`config.mk`:
```
export PLATFORM = sky130hd
export DESIGN_NAME = onewire_rom_search
export DESIGN_NICKNAME = d
export VERILOG_FILES = /design/src/rtl/core/owrs_pkg.sv /design/src/rtl/core/owrs_in_reg.sv /design/src/rtl/core/owrs_search.sv /design/src/rtl/core/owrs_out_buf.sv /design/src/rtl/core/onewire_rom_search.sv
export SDC_FILE = /design/constraint.sdc
export NUM_CORES = 1
export LEC_CHECK = 0
export BUFFER_PORTS_ARGS = -buffer_cell sky130_fd_sc_hd__buf_4
export CORE_ASPECT_RATIO = 2
export CORE_MARGIN = 2
export CORE_UTILIZATION = 37
export DETAILED_ROUTE_END_ITERATION = 8
export GPL_TIMING_DRIVEN = 0
export PLACE_DENSITY_LB_ADDON = 0.2
export SYNTH_ARGS = -nofsm -noshare
export SYNTH_HDL_FRONTEND = slang
export SYNTH_HIERARCHICAL = 1
export SYNTH_SLANG_ARGS = --single-unit
```
`constraint.sdc`:
```
create_clock -name clk_i -period 8 [get_ports clk_i]
set_input_delay 1.6 -clock clk_i [delete_from_list [all_inputs] [get_ports clk_i]]
set_output_delay 1.6 -clock clk_i [all_outputs]
set_load 0.005 [all_outputs]
```
`src/rtl/core/owrs_pkg.sv`:
```
// shared types and constants of the 1-wire rom search controller
package owrs_pkg;

  // request kinds on the input channel
  typedef enum logic [1:0] {
    KIND_START_FIRST = 2'd0,
    KIND_START_NEXT  = 2'd1,
    KIND_PRESENCE    = 2'd2,
    KIND_BIT_PAIR    = 2'd3
  } owrs_kind_e;

  // bus actions on the result channel
  typedef enum logic [2:0] {
    ACT_BUS_RESET  = 3'd0,
    ACT_WRITE_BYTE = 3'd1,
    ACT_READ_PAIR  = 3'd2,
    ACT_WRITE_BIT  = 3'd3,
    ACT_DONE       = 3'd4
  } owrs_action_e;

  localparam logic [7:0] SEARCH_CMD   = 8'hF0;
  localparam logic [6:0] END_POSITION = 7'd65;
  localparam logic [6:0] FAMILY_LIMIT = 7'd9;

  // one input item
  typedef struct packed {
    owrs_kind_e kind;
    logic       presence;
    logic       id_bit;
    logic       complement_bit;
  } owrs_item_t;

  // results caused by one item: one or two actions
  typedef struct packed {
    owrs_action_e act0;
    owrs_action_e act1;
    logic         two;
    logic         dir;
    logic         found;
    logic [63:0]  rom;
  } owrs_pkt_t;

endpackage

```
`src/rtl/core/owrs_in_reg.sv`:
```
// input register stage of the rom search controller
module owrs_in_reg (
  input  logic                clk_i,
  input  logic                rst_ni,
  input  logic                in_valid_i,
  output logic                in_stall_o,
  input  owrs_pkg::owrs_item_t item_i,
  output logic                valid_o,
  output owrs_pkg::owrs_item_t item_o,
  input  logic                take_i
);
  import owrs_pkg::*;

  logic       valid_q;
  owrs_item_t item_q;
  logic       accept;

  // room when empty or when the held item moves on this cycle
  assign in_stall_o = valid_q && !take_i;
  assign accept     = in_valid_i && !in_stall_o;

  // valid flag
  always_ff @(posedge clk_i or negedge rst_ni) begin
    if (!rst_ni) begin
      valid_q <= 1'b0;
    end else if (accept) begin
      valid_q <= 1'b1;
    end else if (take_i) begin
      valid_q <= 1'b0;
    end
  end

  // payload capture
  always_ff @(posedge clk_i) begin
    if (accept) begin
      item_q <= item_i;
    end
  end

  assign valid_o = valid_q;
  assign item_o  = item_q;

endmodule

```
`src/rtl/core/owrs_search.sv`:
```
// search state and per-item decision logic
module owrs_search (
  input  logic                 clk_i,
  input  logic                 rst_ni,
  input  logic                 fire_i,
  input  owrs_pkg::owrs_item_t item_i,
  output logic                 has_res_o,
  output owrs_pkg::owrs_pkt_t  pkt_o
);
  import owrs_pkg::*;

  localparam logic [1:0] PH_IDLE     = 2'd0;
  localparam logic [1:0] PH_PRESENCE = 2'd1;
  localparam logic [1:0] PH_PAIR     = 2'd2;

  logic [63:0] rom_q, rom_d;
  logic [6:0]  ld_q, ld_d;
  logic [3:0]  lfd_q, lfd_d;
  logic        ldf_q, ldf_d;
  logic [6:0]  pos_q, pos_d;
  logic [6:0]  lzp_q, lzp_d;
  logic [1:0]  phase_q, phase_d;

  logic [6:0]  pos_nx;
  logic [5:0]  idx;
  logic        dir;
  logic        ldf_eff;
  owrs_pkt_t   pkt;
  logic        has_res;

  assign pos_nx = pos_q + 7'd1;
  assign idx    = pos_q[5:0] - 6'd1;

  // decision for the current item
  always_comb begin
    rom_d   = rom_q;
    ld_d    = ld_q;
    lfd_d   = lfd_q;
    ldf_d   = ldf_q;
    pos_d   = pos_q;
    lzp_d   = lzp_q;
    phase_d = phase_q;
    has_res = 1'b0;
    dir     = 1'b0;
    ldf_eff = ldf_q;
    pkt.act0  = ACT_DONE;
    pkt.act1  = ACT_DONE;
    pkt.two   = 1'b0;
    pkt.found = 1'b0;
    unique case (item_i.kind)
      KIND_START_FIRST, KIND_START_NEXT: begin
        has_res = 1'b1;
        if (item_i.kind == KIND_START_FIRST) begin
          ld_d    = '0;
          lfd_d   = '0;
          ldf_d   = 1'b0;
          ldf_eff = 1'b0;
        end
        if (ldf_eff) begin
          ld_d    = '0;
          lfd_d   = '0;
          ldf_d   = 1'b0;
          phase_d = PH_IDLE;
        end else begin
          pos_d    = 7'd1;
          lzp_d    = '0;
          phase_d  = PH_PRESENCE;
          pkt.act0 = ACT_BUS_RESET;
        end
      end
      KIND_PRESENCE: begin
        if (phase_q == PH_PRESENCE) begin
          has_res = 1'b1;
          if (!item_i.presence) begin
            ld_d    = '0;
            lfd_d   = '0;
            ldf_d   = 1'b0;
            phase_d = PH_IDLE;
          end else begin
            phase_d  = PH_PAIR;
            pkt.act0 = ACT_WRITE_BYTE;
            pkt.act1 = ACT_READ_PAIR;
            pkt.two  = 1'b1;
          end
        end
      end
      KIND_BIT_PAIR: begin
        if (phase_q == PH_PAIR) begin
          has_res = 1'b1;
          if (item_i.id_bit && item_i.complement_bit) begin
            ld_d    = '0;
            lfd_d   = '0;
            ldf_d   = 1'b0;
            phase_d = PH_IDLE;
          end else begin
            // direction: a clean bit, else follow the last discrepancy
            if (item_i.id_bit != item_i.complement_bit) begin
              dir = item_i.id_bit;
            end else begin
              if (pos_q < ld_q) begin
                dir = rom_q[idx];
              end else begin
                dir = (pos_q == ld_q);
              end
              if (!dir) begin
                lzp_d = pos_q;
                if (pos_q < FAMILY_LIMIT) begin
                  lfd_d = pos_q[3:0];
                end
              end
            end
            rom_d[idx] = dir;
            pos_d      = pos_nx;
            pkt.act0   = ACT_WRITE_BIT;
            pkt.two    = 1'b1;
            if (pos_nx < END_POSITION) begin
              pkt.act1 = ACT_READ_PAIR;
            end else begin
              // whole id read: finish the search
              ld_d  = lzp_d;
              ldf_d = (lzp_d == 7'd0);
              if (rom_d[7:0] == 8'd0) begin
                ld_d    = '0;
                lfd_d   = '0;
                ldf_d   = 1'b0;
                phase_d = PH_IDLE;
              end else begin
                phase_d   = PH_IDLE;
                pkt.found = 1'b1;
              end
            end
          end
        end
      end
      default: begin
        has_res = 1'b0;
      end
    endcase
    pkt.dir = dir;
    pkt.rom = rom_d;
  end

  // control state
  always_ff @(posedge clk_i or negedge rst_ni) begin
    if (!rst_ni) begin
      rom_q   <= '0;
      ld_q    <= '0;
      lfd_q   <= '0;
      ldf_q   <= 1'b0;
      pos_q   <= 7'd1;
      lzp_q   <= '0;
      phase_q <= PH_IDLE;
    end else if (fire_i) begin
      rom_q   <= rom_d;
      ld_q    <= ld_d;
      lfd_q   <= lfd_d;
      ldf_q   <= ldf_d;
      pos_q   <= pos_d;
      lzp_q   <= lzp_d;
      phase_q <= phase_d;
    end
  end

  assign has_res_o = has_res;
  assign pkt_o     = pkt;

endmodule

```
`src/rtl/core/owrs_out_buf.sv`:
```
// result register holding the actions of one item
module owrs_out_buf (
  input  logic                clk_i,
  input  logic                rst_ni,
  input  logic                load_i,
  input  owrs_pkg::owrs_pkt_t pkt_i,
  output logic                free_o,
  output logic                out_valid_o,
  input  logic                out_stall_i,
  output logic [2:0]          action_o,
  output logic [7:0]          byte_out_o,
  output logic                bit_out_o,
  output logic                found_o,
  output logic [63:0]         rom_id_o,
  output logic                last_o
);
  import owrs_pkg::*;

  logic         valid_q;
  logic         idx_q;
  owrs_pkt_t    pkt_q;
  logic         xfer;
  logic         is_last;
  owrs_action_e act;

  assign act     = idx_q ? pkt_q.act1 : pkt_q.act0;
  assign is_last = idx_q || !pkt_q.two;
  assign xfer    = valid_q && !out_stall_i;
  assign free_o  = !valid_q || (xfer && is_last);

  // packet valid and read index
  always_ff @(posedge clk_i or negedge rst_ni) begin
    if (!rst_ni) begin
      valid_q <= 1'b0;
      idx_q   <= 1'b0;
    end else if (load_i) begin
      valid_q <= 1'b1;
      idx_q   <= 1'b0;
    end else if (xfer) begin
      if (is_last) begin
        valid_q <= 1'b0;
      end else begin
        idx_q <= 1'b1;
      end
    end
  end

  // packet payload
  always_ff @(posedge clk_i) begin
    if (load_i) begin
      pkt_q <= pkt_i;
    end
  end

  // field formatting per action
  assign out_valid_o = valid_q;
  assign action_o    = act;
  assign byte_out_o  = (act == ACT_WRITE_BYTE) ? SEARCH_CMD : 8'd0;
  assign bit_out_o   = (act == ACT_WRITE_BIT) ? pkt_q.dir : 1'b0;
  assign found_o     = (act == ACT_DONE) ? pkt_q.found : 1'b0;
  assign rom_id_o    = (act == ACT_DONE) ? pkt_q.rom : 64'd0;
  assign last_o      = is_last;

endmodule

```
`src/rtl/core/onewire_rom_search.sv`:
```
// Top level of the 1-wire rom search controller. Each accepted item passes an input
// register, the decision logic against the search state, and lands in a result
// register that holds the one or two bus actions the item causes. A new item is taken
// every cycle as long as each item gives one result and results drain: start requests
// give one result, presence and bit pair answers give two (or one on failure), and an
// item is decided only when the last result of the one before transfers or has gone,
// so the result channel, one transfer per cycle when not stalled, sets the sustained
// rate. Answers that arrive in the wrong phase produce no result.
module onewire_rom_search (
  input  logic        clk_i,
  input  logic        rst_ni,
  input  logic        in_valid_i,
  output logic        in_stall_o,
  input  logic [1:0]  kind_i,
  input  logic        presence_i,
  input  logic        id_bit_i,
  input  logic        complement_bit_i,
  output logic        out_valid_o,
  input  logic        out_stall_i,
  output logic [2:0]  action_o,
  output logic [7:0]  byte_out_o,
  output logic        bit_out_o,
  output logic        found_o,
  output logic [63:0] rom_id_o,
  output logic        last_o
);
  import owrs_pkg::*;

  owrs_item_t item_in;
  owrs_item_t item_q;
  logic       item_valid;
  logic       buf_free;
  logic       fire;
  logic       has_res;
  owrs_pkt_t  pkt;

  assign item_in.kind           = owrs_kind_e'(kind_i);
  assign item_in.presence       = presence_i;
  assign item_in.id_bit         = id_bit_i;
  assign item_in.complement_bit = complement_bit_i;

  // an item is decided once its results have a place to go
  assign fire = item_valid && buf_free;

  owrs_in_reg u_in_reg (
    .clk_i      (clk_i),
    .rst_ni     (rst_ni),
    .in_valid_i (in_valid_i),
    .in_stall_o (in_stall_o),
    .item_i     (item_in),
    .valid_o    (item_valid),
    .item_o     (item_q),
    .take_i     (fire)
  );

  owrs_search u_search (
    .clk_i     (clk_i),
    .rst_ni    (rst_ni),
    .fire_i    (fire),
    .item_i    (item_q),
    .has_res_o (has_res),
    .pkt_o     (pkt)
  );

  owrs_out_buf u_out_buf (
    .clk_i       (clk_i),
    .rst_ni      (rst_ni),
    .load_i      (fire && has_res),
    .pkt_i       (pkt),
    .free_o      (buf_free),
    .out_valid_o (out_valid_o),
    .out_stall_i (out_stall_i),
    .action_o    (action_o),
    .byte_out_o  (byte_out_o),
    .bit_out_o   (bit_out_o),
    .found_o     (found_o),
    .rom_id_o    (rom_id_o),
    .last_o      (last_o)
  );

  // a found id never has a zero family byte
  a_found_family: assert property (@(posedge clk_i) disable iff (!rst_ni)
    (out_valid_o && action_o == ACT_DONE && found_o) |-> (rom_id_o[7:0] != 8'd0))
    else $error("found id with zero family byte");

  // a direction bit is always followed by another result
  a_bit_not_last: assert property (@(posedge clk_i) disable iff (!rst_ni)
    (out_valid_o && action_o == ACT_WRITE_BIT) |-> !last_o)
    else $error("write bit marked last");

  // the search command byte is always followed by a pair read
  a_byte_then_read: assert property (@(posedge clk_i) disable iff (!rst_ni)
    (out_valid_o && !out_stall_i && action_o == ACT_WRITE_BYTE) |=>
    (out_valid_o && action_o == ACT_READ_PAIR))
    else $error("write byte not followed by pair read");

  // a bus reset and a search done close the results of their item
  a_reset_done_last: assert property (@(posedge clk_i) disable iff (!rst_ni)
    (out_valid_o && (action_o == ACT_BUS_RESET || action_o == ACT_DONE)) |-> last_o)
    else $error("reset or done not marked last");

endmodule

```
==> results of run 1 <==
## per-stage QoR
step / instances / hold slack [ns] / setup WS [ns] / utilization, % / area (um^2)
floorplan: 803 / 0.473 / 3.89 / - / 9610
global placement: 1227 / 0.490 / 2.84 / 41.7 / 10700
detailed placement: 1228 / 0.495 / 2.83 / 41.9 / 10700
CTS: 1260 / 0.510 / 2.82 / 43.9 / 11200
global route: 1261 / 0.526 / 2.63 / 44.0 / 11200
finish: 1261 / 0.504 / 2.77 / 44.0 / 11200
## final cells by class
| class | count | area, um^2 | area share (%) |
|---|---|---|---|
| sequential | 169 | 4620 | 41.1 |
| multi-input combinational | 558 | 4550 | 40.5 |
| timing repair buffer | 86 | 689 | 6.13 |
| clock buffer | 21 | 440 | 3.92 |
| tap | 340 | 425 | 3.78 |
| buffer | 58 | 389 | 3.46 |
| inverter | 18 | 67.6 | 0.601 |
| clock inverter | 11 | 58.8 | 0.523 |
## kinds of logic (layout without fill, tap and decap cells)
family                     after synthesis  after routing  synth area share [%]
AOI/OAI and AO/OA                       96             96                  7.67
xor gates and xnor gates                 7              7                 0.717
adders and majority gates               10             10                  1.30
buffers and inverters                   76            194                  4.76
DFF                                    169            169                  48.2
muxes                                  156            156                  18.6
other                                    2              5                0.0783
and+or+nand+nor                        284            284                  18.7
## path summary, 6_finish.rpt
kind | startpoint | endpoint | slack (ns) | cells past startpoint
worst min register to register | u_search/ld_q[5] | u_search/ld_q[5] | 0.50 | 1
worst max-delay path | u_search/pos_q[0] | u_out_buf/pkt_q[64] | 2.77 | 14
min in group asynchronous | rst_ni | u_search/ld_q[1] | 1.17 | 2
max in group asynchronous | rst_ni | u_search/pos_q[0] | 6.43 | 2
worst max register to register | u_search/pos_q[0] | u_out_buf/pkt_q[64] | 2.77 | 14
worst min-delay path | u_search/ld_q[5] | u_search/ld_q[5] | 0.50 | 1
## per-layer routing
metal  up-vias  GRT usage, %
li1       3085             -
met1      3343          18.1
met2       169          37.1
met3        65          3.78
met4         0          10.8
met5         -             0
## power by group
group | internal (mW) | leakage [nW] | switching (mW)
combinational | 0.606 | 2.57 | 0.875
clock | 0.389 | 0.247 | 0.336
sequential | 1.11 | 2.02 | 0.0785
total | 2.10 | 4.83 | 1.29
## cell usage in the layout, fill, tap and decap left out, types with 5 or more instances in the layout
master and n:
mux2_2 136, buf_4 95, dfrtp_1 90, edfxtp_1 78
nand2_1 68, nor2_1 55, nor2b_4 36, clkbuf_1 30
nand3_1 23, o21ai_0 19, clkbuf_16 17, inv_1 17
a22o_1 17, mux2i_1 16, nor2b_2 14, nor3_1 14
nor2b_1 13, and3_1 10, ha_1 10, a31oi_1 9
clkinv_2 8, nand2b_1 7, a21oi_1 7, buf_6 6
and2b_1 6, buf_2 6, buf_12 5, conb_1 5
nor4_1 5
## critical path: cells and delay by family, from the launching register on
family,cells,cell delay [ns]
AOI/OAI and AO/OA,6,1.67
adders and majority gates,1,0.45
buffers and inverters,3,0.99
DFF,1,0.55
muxes,1,0.41
and+or+nand+nor,3,0.90
## state kept, by name, summed over array words and instances, names as in the netlist
signal,count
u_in_reg/item_o,5
u_in_reg/valid_o,1
u_out_buf/idx_q,1
u_out_buf/out_valid_o,1
u_out_buf/pkt_q,73
u_search/ld_q,7
u_search/ldf_q,1
u_search/lzp_q,7
u_search/phase_q,2
u_search/pos_q,7
u_search/rom_q,64
==> flow_summary.ini, run 1 <==
[sta]
rsz0062_at_grt = false
worst_pin_slew_ns = 1.18
clock_skew_ns = 0.0105
fin_crit_sh_pct = 65.4
max-slew-margin-rel_pct = 21.3
period_needed_ns = 5.23
fmax_mhz = 191
finalHoldViolations = 0
setup_tns_ns = 0
slew_viol_final = 0
finalSetupViolCount = 0

[finish]
area_growth_pct = 17.1
fillers = 2482
drive_gt1_share_pct = 38.5
n_antenna_cell = 0
nNetsFinal = 927

[route]
viasPerCell = 5.28
drtIter0Drc = 406
wl_met3_um = 875
wl_per_cell_um = 20.0
top_layer_used = met4
drc = 0
firstDrtPassIters = 7
drt_wl_total_um = 25200
wl_met2_um = 14600
ant_nets = 0
wirelength_met1_um = 8660
dr_total_vias = 6662

[clocking]
post_cts_buffers = 0
clock-root-buffer = clkbuf_16
clk_path_buf_depth = 2
cts_resized = 0
clock_latency_ns = 0.45
clk_pin_slew_worst_paths_ns = 0.06
cts.sinks = 169
h-tree-depth = 4
cts_tree = yes
cts_buffers = 17
postCtsHoldBufs = 0

[setup_path]
slowest_stage = or4b_1
slowest_delay_ns = 0.58
required_ns = 8.21
path_cells = buf_4 > inv_1 > ha_1 > buf_1 > mux2_2 > a221oi_1 > nor2_1 > o32ai_1 > o32a_1 > a31oi_2 > or4b_1 > a311oi_2 > o21ai_2 > and3_1
crit_type = flip-flop to flip-flop
cp_max_fo = 10
crit_path_end_kind = flip-flop
cp.arrival_ns = 5.44
startpoint_type = flip-flop

[status]
status = completed

[power]
ir_worst_vdd_uv = 216
cellLeakagePower_nw = 4.83
power_density_nw_per_um2 = 302
power_mw = 3.39

[floorplanning]
rows = 83
core_area_um2 = 25500
die_area_um2 = 27300
num_io_pins = 89
die_w_um = 118
start_util_pct = 37.6
die_h_um = 232

[logic_synthesis]
synthTopCellsByArea = edfxtp_1, dfrtp_1, mux2_2, nor2b_4, nand2_1
seq_area_frac_synth_pct = 48.2
syn_area_um2 = 9590
async_flop_share_pct = 53.8
avgSynthCellArea_um2 = 12.0
ys_warn_count = 6
synth_cell_type_count = 83
synth-edff-count = 78
synthFlopType = dfrtp_1
yosys.cell_count.top_type = mux2_2
synth_commonest_cells = mux2_2, dfrtp_1, edfxtp_1
yosysTopAreaCellShare_pct = 24.4
synth-seq-cells = 169
synth_top_cell_by_area = edfxtp_1
synth_cells = 800

[global_route]
antenna_found_initial = 0
grt.overflow.total = 0
grt_first_pass_wirelength_um = 38700
track_usage_pct = 19.0
grt_max_degree = 92
first_global_vias = 6845

[flow_run]
drv_cap = 0

[placed_design]
io_buffers = 84
hpwl_um = 18600
place.gp.congestion = 0.905

[min_path]
hold_path.class = flip-flop to flip-flop
No activity file was read; power rests on OpenSTA's default activity.
==> inputs of run 2 (changes only) <==
- clock period: 8 -> 4.3 ns (I/O delays scaled with it)
==> run 2 against run 1 <==
  * Total power grew 92%
  * Maximum frequency grew 24%
  * Largest cell class is now multi-input combinational cells
  * Critical endpoint is now u_search/ld_q[2]
  * Worst hold slack lost 0.070 ns
  * Highest routed layer unchanged
  * Utilization grew 0.62 points
  * Clock power grew 86%
==> flow_summary.ini, run 2 (synthesis gave the netlist of run 1 again) <==
[sta]
clock_skew_ns = 0.00991
period_needed_ns = 4.22
fmax_mhz = 237
worst_pin_slew_ns = 1.19
slew_viol_final = 0
setup_tns_ns = 0
fin_crit_sh_pct = 98.2
setup_slack_ns = 0.0767
max-slew-margin-rel_pct = 20.4
finalHoldViolations = 0
rsz0062_at_grt = true
finalSetupViolCount = 0

[clocking]
cts.sinks = 169
clk_pin_slew_worst_paths_ns = 0.07
clock_latency_ns = 0.45
h-tree-depth = 4
postCtsHoldBufs = 0
clock-root-buffer = clkbuf_16
clk_path_buf_depth = 2
cts_buffers = 17
cts_tree = yes

[route]
firstDrtPassIters = 5
drc = 0
dr_total_vias = 6739
viasPerCell = 5.32
drtIter0Drc = 384
wl_per_cell_um = 19.9
drt_wl_total_um = 25300
ant_nets = 0

[finish]
regMostFlops = u_out_buf/pkt_q
final_cell_mix = mux2_2, buf_4, dfrtp_1, edfxtp_1, nand2_1
area_growth_pct = 18.8
fillers = 2463
final_common_cell = mux2_2
largest_reg_flops = 73
postLayoutCellArea_um2 = 11400
nNetsFinal = 932
fin_util_pct = 44.6
drive_gt1_share_pct = 40.0
largestRegisters = u_out_buf/pkt_q: 73 flops, u_search/rom_q: 64 flops
n_antenna_cell = 0
post_layout_nonfiller_instances = 1266

[floorplanning]
start_util_pct = 37.6
die_h_um = 232
num_io_pins = 89
core_area_um2 = 25500
rows = 83
die_w_um = 118
die_area_um2 = 27300

[status]
status = completed

[placed_design]
hpwl_um = 18600
post-place-ws_ns = -0.868
place.gp.congestion = 0.905
postPlaceCellArea_um2 = 10700
dpl.cell_count = 1228
io_buffers = 84

[global_route]
grt_first_pass_wirelength_um = 38800
grt_use_met1_pct = 18.0
antenna_found_initial = 0
grt.overflow.total = 0
grt_use_met3_pct = 3.76
met2_usage_pct = 37.3
first_global_vias = 6874
grt_max_degree = 92
track_usage_pct = 19.1
top_usage_layer = met2

[setup_path]
slowest_delay_ns = 0.58
crit_buf_inv = 4
cp_max_fo = 10
path_cells = buf_12 > clkinvlp_4 > ha_4 > buf_8 > mux2_2 > a221oi_2 > nor2_1 > o32ai_2 > o32a_1 > a31oi_4 > or4b_1 > a311oi_2 > o21ai_4 > buf_12 > a22o_1
path_delay_family = compound AO/OA/AOI/OAI gates
startpoint_type = flip-flop
cpMostUsedCell = buf_12
slowest_stage = dfstp_2
cp.arrival_ns = 4.56
crit_type = flip-flop to flip-flop
required_ns = 4.64
crit_path_end_kind = flip-flop

[power]
ir_worst_vdd_uv = 402
cellLeakagePower_nw = 4.88
power_density_nw_per_um2 = 572

[flow_run]
drv_cap = 0

[min_path]
hold_path.class = input pin to async pin
-- run 2: area by class of cell --
| class | instances | area [um^2] | share of cell area, % |
|---|---|---|---|
| Inverter | 18 | 71.3 | 0.626 |
| Clock buffer | 21 | 440 | 3.86 |
| Sequential cell | 169 | 4620 | 40.5 |
| Multi-Input combinational cell | 558 | 4620 | 40.6 |
| Buffer | 58 | 418 | 3.67 |
| Clock inverter | 11 | 58.8 | 0.516 |
| Timing Repair Buffer | 91 | 739 | 6.49 |
| Tap cell | 340 | 425 | 3.73 |
-- run 2: per-layer routing --
layer / vias to the layer above / part of all wire (%)
met5: - / 0
met4: 0 / 4.4
met3: 68 / 3.3
met2: 181 / 58
met1: 3394 / 34
li1: 3096 / -
-- run 2: path summary, 6_finish.rpt --
path | start | to | slack [ns] | cells after the start
hold / removal | rst_ni | u_search/ld_q[1] | 0.43 | 2
min in group clk_i | u_search/ld_q[5] | u_search/ld_q[5] | 0.50 | 1
setup / recovery | u_search/pos_q[0] | u_search/ld_q[2] | 0.08 | 15
hold reg to reg | u_search/ld_q[5] | u_search/ld_q[5] | 0.50 | 1
max in group asynchronous | rst_ni | u_search/pos_q[0] | 3.47 | 2
setup reg to reg | u_search/pos_q[0] | u_search/ld_q[2] | 0.08 | 15
-- run 2: per-stage QoR --
step / hold slack [ns] / total power, mW
floorplan: 0.473 / 4.02
CTS: 0.510 / 6.55
global route: 0.465 / 6.84
finish: 0.433 / 6.51
detailed placement: 0.495 / 5.01
global placement: 0.490 / 4.96
-- run 2: worst register-to-register path, cell delays in order (launching register included) --
cell and delay [ns]:
dfstp_2 0.58, buf_12 0.13, clkinvlp_4 0.13, ha_4 0.33
buf_8 0.16, mux2_2 0.35, a221oi_2 0.24, nor2_1 0.09
o32ai_2 0.30, o32a_1 0.29, a31oi_4 0.17, or4b_1 0.53
a311oi_2 0.33, o21ai_4 0.13, buf_12 0.16, a22o_1 0.19
-- run 2: power breakdown --
group          total [mW]  internal [mW]  switching (mW)
combinational        2.96           1.28            1.68
sequential           2.21           2.06           0.148
clock                1.35          0.724           0.624
total                6.51           4.06            2.46
-- run 2: timing repair --
item,4_1_cts,5_1_grt
endpoints found under the setup margin,145,28
pin swaps,2,4
endpoints found under the hold margin,0,0
gates resized for setup,16,4
buffers inserted,3,2
==> inputs of run 3 (changes only) <==
- CORE_MARGIN: 2 -> not set
- SETUP_SLACK_MARGIN: not set -> 0.3
==> run 3 against run 2 <==
  * Clock skew about the same
  * Highest routed layer unchanged
  * Maximum frequency is 3.6% higher
  * Largest cell class unchanged
  * Critical path type unchanged
  * Utilization rose by 0.74 points
  * Worst hold slack got worse by 0.030 ns
  * Largest power group unchanged
  * Via count down 0.34%
==> flow_summary.ini, run 3 (synthesis gave the netlist of run 1 again) <==
[route]
dr_total_vias = 6716
viasPerCell = 5.26
drc = 0
ant_nets = 0
drt_wl_total_um = 25400
wl_per_cell_um = 19.9
drtIter0Drc = 369
firstDrtPassIters = 7

[clocking]
cts.sinks = 169
h-tree-depth = 4
clk_path_buf_depth = 2
clock_latency_ns = 0.44
cts_tree = yes
cts_buffers = 17
postCtsHoldBufs = 0
clk_pin_slew_worst_paths_ns = 0.06
clock-root-buffer = clkbuf_16

[setup_path]
required_ns = 4.63
cp.arrival_ns = 4.41
slowest_delay_ns = 0.56
slowest_stage = dfstp_2
crit_buf_inv = 4
startpoint_type = flip-flop
path_delay_family = compound AO/OA/AOI/OAI gates
cpMostUsedCell = buf_12
cp_max_fo = 8
crit_path_end_kind = flip-flop
crit_type = flip-flop to flip-flop
path_cells = buf_12 > clkinvlp_4 > ha_4 > buf_8 > mux2_4 > a221oi_2 > nor2_1 > o32ai_2 > o32a_1 > a31oi_4 > or4b_4 > a311oi_4 > o21ai_4 > buf_12 > a22o_1

[floorplanning]
start_util_pct = 37.6
rows = 83
die_h_um = 230
die_area_um2 = 26600
die_w_um = 116
core_area_um2 = 25500
num_io_pins = 89

[global_route]
grt_first_pass_wirelength_um = 38800
antenna_found_initial = 0
grt_max_degree = 92
first_global_vias = 6938
track_usage_pct = 20.0
grt.overflow.total = 0

[sta]
slew_viol_final = 0
clock_skew_ns = 0.00960
finalSetupViolCount = 0
fmax_mhz = 245
setup_slack_ns = 0.222
finalHoldViolations = 0
setup_tns_ns = 0
rsz0062_at_grt = true
max-slew-margin-rel_pct = 19.4
worst_pin_slew_ns = 1.20
fin_crit_sh_pct = 94.8
hold_ws_ns = 0.403
period_needed_ns = 4.08

[finish]
largestRegisters = u_out_buf/pkt_q: 73 flops, u_search/rom_q: 64 flops
largest_reg_flops = 73
final_common_cell = mux2_2
postLayoutCellArea_um2 = 11600
post_layout_nonfiller_instances = 1276
area_growth_pct = 20.8
n_antenna_cell = 0
regMostFlops = u_out_buf/pkt_q
nNetsFinal = 942
drive_gt1_share_pct = 42.1
fin_util_pct = 45.4
final_cell_mix = mux2_2, buf_4, dfrtp_1, edfxtp_1, nand2_1

[power]
ir_worst_vdd_uv = 430
power_density_nw_per_um2 = 587
power_mw = 6.81
cellLeakagePower_nw = 4.99

[placed_design]
io_buffers = 84
hpwl_um = 18600
dpl.cell_count = 1228
place.gp.congestion = 0.923
post-place-ws_ns = -0.749
postPlaceCellArea_um2 = 10700

[flow_run]
drv_cap = 0

[status]
status = completed

[min_path]
hold_path.class = input pin to async pin
==> run 3: changes by cell type in the layout (fill, tap and decap cells not counted), sizes merged <==
cell and delta:
clkinv -4, bufinv +2, clkbuf +1, buf +11
==> run 3: routing by layer <==
metal | vias to the layer above | GRT usage [%] | part of all wire [%]
met5 | - | 0 | 0
met1 | 3363 | 19.2 | 34
met3 | 60 | 3.66 | 3.3
li1 | 3124 | - | -
met2 | 169 | 39.5 | 59
met4 | 0 | 9.13 | 3.9
==> run 3: cell type report <==
class / instances / area [um^2]
clock inverter: 9 / 100
multi-input combinational: 558 / 4670
inverter: 18 / 71.3
tap: 340 / 425
timing repair buffer: 101 / 811
fill: 2471 / 14000
buffer: 58 / 428
sequential: 169 / 4620
clock buffer: 23 / 458
==> run 3: worst paths after layout <==
kind                                    from  slack, ns           endpoint  cells past startpoint
setup reg to reg           u_search/pos_q[0]       0.22   u_search/ld_q[5]                     15
hold reg to reg             u_search/ld_q[1]       0.50   u_search/ld_q[1]                      1
min in group clk_i          u_search/ld_q[1]       0.50   u_search/ld_q[1]                      1
max in group asynchronous             rst_ni       3.18  u_search/pos_q[0]                      2
hold / removal                        rst_ni       0.40   u_search/ld_q[6]                      1
setup / recovery           u_search/pos_q[0]       0.22   u_search/ld_q[5]                     15
==> run 3: timing repair <==
| action | in CTS | in global routing |
|---|---|---|
| setup buffers | 14 | 1 |
| resized for setup | 24 | 19 |
| hold endpoints to repair | 0 | 0 |
| pin swaps | 15 | 3 |
| setup endpoints to repair | 145 | 128 |
==> run 3: where the power goes <==
part	switching, mW	internal [mW]	total, mW
registers	0.145	2.06	2.20
clock network	0.620	0.864	1.48
logic	1.73	1.39	3.12
